--- src/hdl/cse_pkg.sv ---
// ----------------------------------------------------------------------------
// cse_pkg - shared types and constants of the cubic spline segment evaluator
// Field widths, opcodes, sequencer states and the multiplier request and
// response records.
// ----------------------------------------------------------------------------
package cse_pkg;

  localparam int DATA_W = 32;    // Q16.16 fields and results
  localparam int WIDE_W = 64;    // saturating intermediates
  localparam int PROD_W = 128;   // full product of two intermediates
  localparam int HALF_W = 32;    // multiplier slice
  localparam int IDX_W  = 6;     // table index field
  localparam int OP_W   = 2;
  localparam int CNT_W  = 7;     // point_count register

  localparam int DEF_MAX_POINTS = 64;
  localparam int DEF_FRAC_BITS  = 16;
  localparam int MIN_POINTS     = 2;

  localparam logic [CNT_W-1:0] CNT_RESET = 7'd2;

  localparam logic [WIDE_W-1:0] MAX64 = {1'b0, {(WIDE_W-1){1'b1}}};
  localparam logic [WIDE_W-1:0] MIN64 = {1'b1, {(WIDE_W-1){1'b0}}};
  localparam logic [DATA_W-1:0] MAX32 = {1'b0, {(DATA_W-1){1'b1}}};
  localparam logic [DATA_W-1:0] MIN32 = {1'b1, {(DATA_W-1){1'b0}}};

  typedef enum logic [OP_W-1:0] {
    OP_WR_KNOT = 2'd0,
    OP_WR_COEF = 2'd1,
    OP_EVAL    = 2'd2
  } op_t;

  // top level sequencer
  typedef enum logic [3:0] {
    ST_IDLE,
    ST_RD_FIRST,
    ST_CMP_FIRST,
    ST_RD_LAST,
    ST_CMP_LAST,
    ST_PROBE_RD,
    ST_PROBE_CMP,
    ST_SEG_RD,
    ST_TAU,
    ST_MUL_GO,
    ST_MUL_WAIT,
    ST_DELIVER
  } st_t;

  // product steps, in issue order
  typedef enum logic [2:0] {
    UOP_T2, // tau^2
    UOP_T3, // tau^3
    UOP_P1, // pos = c0 + c1*tau
    UOP_P2, // pos += c2*tau^2
    UOP_P3, // pos += c3*tau^3
    UOP_V1, // vel = c1 + 2c2*tau
    UOP_V2, // vel += 3c3*tau^2
    UOP_A1  // acc = 2c2 + 6c3*tau
  } uop_t;

  // multiplier sequencer
  typedef enum logic [2:0] {
    M_IDLE,
    M_ABS,
    M_PP,
    M_ROUND,
    M_SAT
  } mul_st_t;

  typedef struct packed {
    logic              start;
    logic [WIDE_W-1:0] a;
    logic [WIDE_W-1:0] b;
  } mul_req_t;

  typedef struct packed {
    logic              done;
    logic              sat;
    logic [WIDE_W-1:0] result;
  } mul_rsp_t;

endpackage

--- src/hdl/cse_mul.sv ---
// ----------------------------------------------------------------------------
// cse_mul - shared fixed point multiplier
// Signed 64x64 product through one 32x32 slice, four partial products in turn,
// then floor rescale by FRAC_BITS and saturation to signed 64 bits, one job at a time.
// ----------------------------------------------------------------------------
module cse_mul #(
  parameter int FRAC_BITS = cse_pkg::DEF_FRAC_BITS
) (
  input  logic              clk,
  input  logic              rst,
  input  cse_pkg::mul_req_t req,
  output cse_pkg::mul_rsp_t rsp
);

  localparam int PW = cse_pkg::PROD_W;
  localparam int WW = cse_pkg::WIDE_W;
  localparam int HW = cse_pkg::HALF_W;
  localparam logic [PW-1:0] RND = {{(PW-FRAC_BITS){1'b0}}, {FRAC_BITS{1'b1}}};

  cse_pkg::mul_st_t state, state_next;

  logic [WW-1:0]   opa;
  logic [WW-1:0]   opb;
  logic            neg;
  logic [PW-1:0]   acc;
  logic [1:0]      k;
  cse_pkg::mul_rsp_t rsp_q;

  logic [HW-1:0]   half_a;
  logic [HW-1:0]   half_b;
  logic [2*HW-1:0] pp;
  logic [PW-1:0]   pp_sh;
  logic [PW-1:0]   rounded;
  logic            sat_next;
  logic [WW-1:0]   res_next;

  // next state
  always_comb begin
    state_next = state;
    case (state)
      cse_pkg::M_IDLE:  if (req.start) state_next = cse_pkg::M_ABS;
      cse_pkg::M_ABS:   state_next = cse_pkg::M_PP;
      cse_pkg::M_PP:    if (k == 2'd3) state_next = cse_pkg::M_ROUND;
      cse_pkg::M_ROUND: state_next = cse_pkg::M_SAT;
      cse_pkg::M_SAT:   state_next = cse_pkg::M_IDLE;
      default:          state_next = cse_pkg::M_IDLE;
    endcase
  end

  // slice product and placement; k walks a0b0, a1b0, a0b1, a1b1
  always_comb begin
    half_a  = k[0] ? opa[WW-1:HW] : opa[HW-1:0];
    half_b  = k[1] ? opb[WW-1:HW] : opb[HW-1:0];
    pp      = half_a * half_b;
    case (k)
      2'd0:    pp_sh = {{HW{1'b0}}, {HW{1'b0}}, pp};
      2'd1,
      2'd2:    pp_sh = {{HW{1'b0}}, pp, {HW{1'b0}}};
      default: pp_sh = {pp, {HW{1'b0}}, {HW{1'b0}}};
    endcase
    // floor of a negative quotient: bias the magnitude up before the shift
    rounded = acc + (neg ? RND : '0);
  end

  // result formation
  always_comb begin
    if (!neg) begin
      sat_next = (acc[PW-1:WW-1] != '0);
      res_next = sat_next ? cse_pkg::MAX64 : acc[WW-1:0];
    end else begin
      sat_next = (acc[PW-1:WW] != '0) || (acc[WW-1] && (acc[WW-2:0] != '0));
      res_next = sat_next ? cse_pkg::MIN64 : (WW'(0) - acc[WW-1:0]);
    end
  end

  // response record: done pulses the cycle after saturation, with the result
  always_ff @(posedge clk) begin
    if (rst) begin
      state      <= cse_pkg::M_IDLE;
      rsp_q.done <= 1'b0;
    end else begin
      state      <= state_next;
      rsp_q.done <= (state == cse_pkg::M_SAT);
      if (state == cse_pkg::M_SAT) begin
        rsp_q.sat    <= sat_next;
        rsp_q.result <= res_next;
      end
    end
  end

  always_ff @(posedge clk) begin
    case (state)
      cse_pkg::M_IDLE: begin
        if (req.start) begin
          opa <= req.a;
          opb <= req.b;
          neg <= req.a[WW-1] ^ req.b[WW-1];
          acc <= '0;
          k   <= 2'd0;
        end
      end
      cse_pkg::M_ABS: begin
        opa <= opa[WW-1] ? (WW'(0) - opa) : opa;
        opb <= opb[WW-1] ? (WW'(0) - opb) : opb;
      end
      cse_pkg::M_PP: begin
        acc <= acc + pp_sh;
        k   <= k + 2'd1;
      end
      cse_pkg::M_ROUND: acc <= rounded >> FRAC_BITS;
      default: ;
    endcase
  end

  assign rsp = rsp_q;

endmodule

--- config.mk ---
export PLATFORM = sky130hd
export DESIGN_NAME = cse_mul
export DESIGN_NICKNAME = d
export VERILOG_FILES = /design/src/hdl/cse_pkg.sv /design/src/hdl/cse_mul.sv
export SDC_FILE = /design/constraint.sdc
export NUM_CORES = 2
export LEC_CHECK = 0
export BUFFER_PORTS_ARGS = -buffer_cell sky130_fd_sc_hd__buf_4
export CORE_MARGIN = 2
export CORE_UTILIZATION = 60
export CTS_CLUSTER_DIAMETER = 100
export DETAILED_ROUTE_END_ITERATION = 10
export PLACE_DENSITY = 0.82
export SKIP_CTS_REPAIR_TIMING = 1
export SLEW_MARGIN = 20
export SYNTH_ARGS = -nofsm -noshare
export SYNTH_HDL_FRONTEND = slang
export SYNTH_SLANG_ARGS = --single-unit
--- constraint.sdc ---
create_clock -name clk -period 11.1 [get_ports clk]
set_input_delay 0.555 -clock clk [delete_from_list [all_inputs] [get_ports clk]]
set_output_delay 0.555 -clock clk [all_outputs]
set_load 0.02 [all_outputs]
==> run summary <==
• finished, violations left — run status
• setup timing — violations in the final reports
• 197 — IO Pins
• 324 — Post-synth EDFFs
• 0.0469 ns — final worst clock skew
• 117 — # rows
• 196 — Port Buffers
• 0 — antenna viol nets, final
• flip-flop — kind of start point of the critical path
• 0.252 — ratio of cells with drive above 1 in the final layout
• 8.64 µm² — Mapped Avg Cell Area
• flip-flop — endpoint kind of the worst setup timing path
• 102000 µm² — placeable core region
• 328 — synthesized flop and latch total
• 11.47 ns — WP data required
• 0.149 — relative max-transition margin
• 76 — maximum number of pins on one net before global-route repair
• 105000 µm² — Die Outline Area
• in -> reg — worst min path class
• 9672 — count of nets after finishing
• 8 — largest fanout on the critical path
• 211000 µm — DPL Wire Length
• 6.43 — Avg Vias per Cell
• 72900 µm² — instance area at placement
• 62000 — routed vias
• 8907 — detailed router's first-iteration violation count
• true — RSZ-0062 raised after global routing
• 2 — total number of H-tree levels
• 0 — final count of hold timing violations
• or4_4 — Slowest cell on crit path
• 1.27 ns — slew at the pin closest to its max-slew limit
• clkbuf_16 — cell at the root of the clock tree
• 0.482 — aggregate global-route resource usage
• 9436 — instance count after placement with tap cells included
• -0.454 ns — final setup margin
• 0.67 ns — longest individual stage delay on the worst path
• 27.1 µm — routed length per instance
• 0 — synthesis warning total
• 9645 — number of standard cells in the final layout excluding fillers
• 0 — fraction of registers with async set or reset after synthesis
• 8 — iteration count of the initial detailed-routing pass
• 27.2% — area overhead of the layout relative to synthesis
• 0.604 — effective utilization at floorplan
• 1.04 — fin crit share
• 328 — clk sinks
• 0.06 ns — clock-pin slew reported for the worst setup and hold paths after clock tree synthesis
• 7368 — fillcell total
• 0 — max-cap violations
• 0.160 — sequential share of the synthesized area
• 11.93 ns — arrival time at the worst endpoint
• fa_1 — cell occurring most often along the worst timing path
• 370000 µm — wire length of the first global-routing pass
• 324 µm — y dimension of the die
• 7104 — cell count after synthesis
• 43 — CTS buffer count
• 324 µm — die width
• 59700 — number of global-route vias before repair
• 11.55 ns — final worst path period need
• 1.09 — placer's final routability congestion estimate
• 43 — Final Setup Violations
• 0.67 ns — latest clock arrival within the worst-skew pair
• -8.37 ns — summed negative setup slack over all endpoints
• 61400 µm² — cell area after technology mapping
• 15 — initial antenna violation count
• 8542 — net count after synthesis
• built — CTS tree
• reg -> reg — critical path type
• 0 — overflow left after global routing
• 0 — max-slew violation count
• 262000 µm — total detailed-routing wirelength
• 88 — Unique masters post-synth
• 0 — drt drc
• edfxtp_1 — top flip-flop cell by instance count after synthesis
• 3 — maximum number of buffers from clock root to sink
• 78100 µm² — cell area after layout
• 0.0866 GHz — Max Clk Rate
placed cells by master, fill, tap and decap left out, types with 185 or more instances in the layout:
cell type and n:
edfxtp_1 324, fa_1 857, a21oi_1 257, nor2_1 808, ha_1 376, buf_4 1347
nand2_1 759, o21ai_0 207, xnor2_1 185, inv_1 910
final timing paths:
kind | startpoint | end | slack, ns | cells after the start
setup / recovery | k[0] | acc[106] | -0.45 | 44
hold reg to reg | state[2] | state[1] | 0.69 | 1
hold / removal | rst | state[1] | 0.14 | 2
setup reg to reg | k[0] | acc[106] | -0.45 | 44
cell type report:
class | instances | area (µm²) | share of cell area
inverter | 927 | 3480 | 0.0446
tap | 1368 | 1710 | 0.0219
timing repair buffer | 1484 | 12400 | 0.159
sequential | 328 | 9810 | 0.126
antenna | 8 | 20.0 | 0.000256
clock buffer | 54 | 1160 | 0.0148
clock inverter | 26 | 239 | 0.00306
multi-input combinational | 5450 | 49300 | 0.631
stage by stage:
stage	hold WS (ns)	setup WS, ns	utilization
final	0.145	-0.454	0.769
after global routing	0.151	-0.626	0.769
after CTS	0.135	-1.26	0.732
after detailed placement	0.683	-1.22	0.718
after global placement	0.652	-1.02	0.718
after floorplan	0.627	0.0186	-
cell usage after synthesis (all sizes together), types with 57 or more instances:
cell / instances / area [µm²]
inv: 927 / 3480
fa: 897 / 18000
nor2: 866 / 3260
nand2: 772 / 2910
ha: 410 / 5130
clkbuf: 378 / 1420
edfxtp: 324 / 9730
a21oi: 313 / 1570
o21ai: 283 / 1420
xnor2: 209 / 1830
xor2: 190 / 1660
nor3: 132 / 666
nand4: 130 / 813
o22ai: 117 / 732
a22o: 106 / 928
nand3: 102 / 510
a21o: 97 / 728
and2: 61 / 382
nor4: 61 / 422
mux2i: 58 / 581
o21bai: 57 / 428
routing by layer:
layer	vias up	wire [µm]	global-route usage	part of all wire
li1	26000	-	-	-
met1	30000	89600	0.607	0.34
met2	4811	110000	0.697	0.42
met3	1253	39400	0.171	0.15
met4	8	23000	0.323	0.088
met5	-	55	0	0.00021
state kept, by name, indices dropped and copies added, names as in the netlist:
signal  cells
acc       128
rsp        66
opa        64
opb        64
state       3
k           2
neg         1
critical path, delay by kind of cell (launching register included):
family	cells	cell delay (ns)
DFF	1	0.48
buffers and inverters	12	1.83
adders and majority gates	10	4.62
muxes	1	0.20
xor gates and xnor gates	1	0.17
and+or+nand+nor	5	1.44
AOI/OAI and AO/OA	15	2.51
cells by family (layout without fill, tap and decap cells):
family          Yosys count  in the layout  share of synthesized area
mux                     114            114                     0.0197
simple gates           2388           2388                      0.175
buf+inv                1326           2491                     0.0811
other cells               0              8                          0
flops                   328            328                      0.160
compound gates         1242           1242                      0.131
xor+xnor                399            399                     0.0569
fa+ha+maj              1307           1307                      0.376
Power is left out: the tool's default activity adds up to more than one toggle a clock period on the data nets, which glitch-free logic cannot reach.
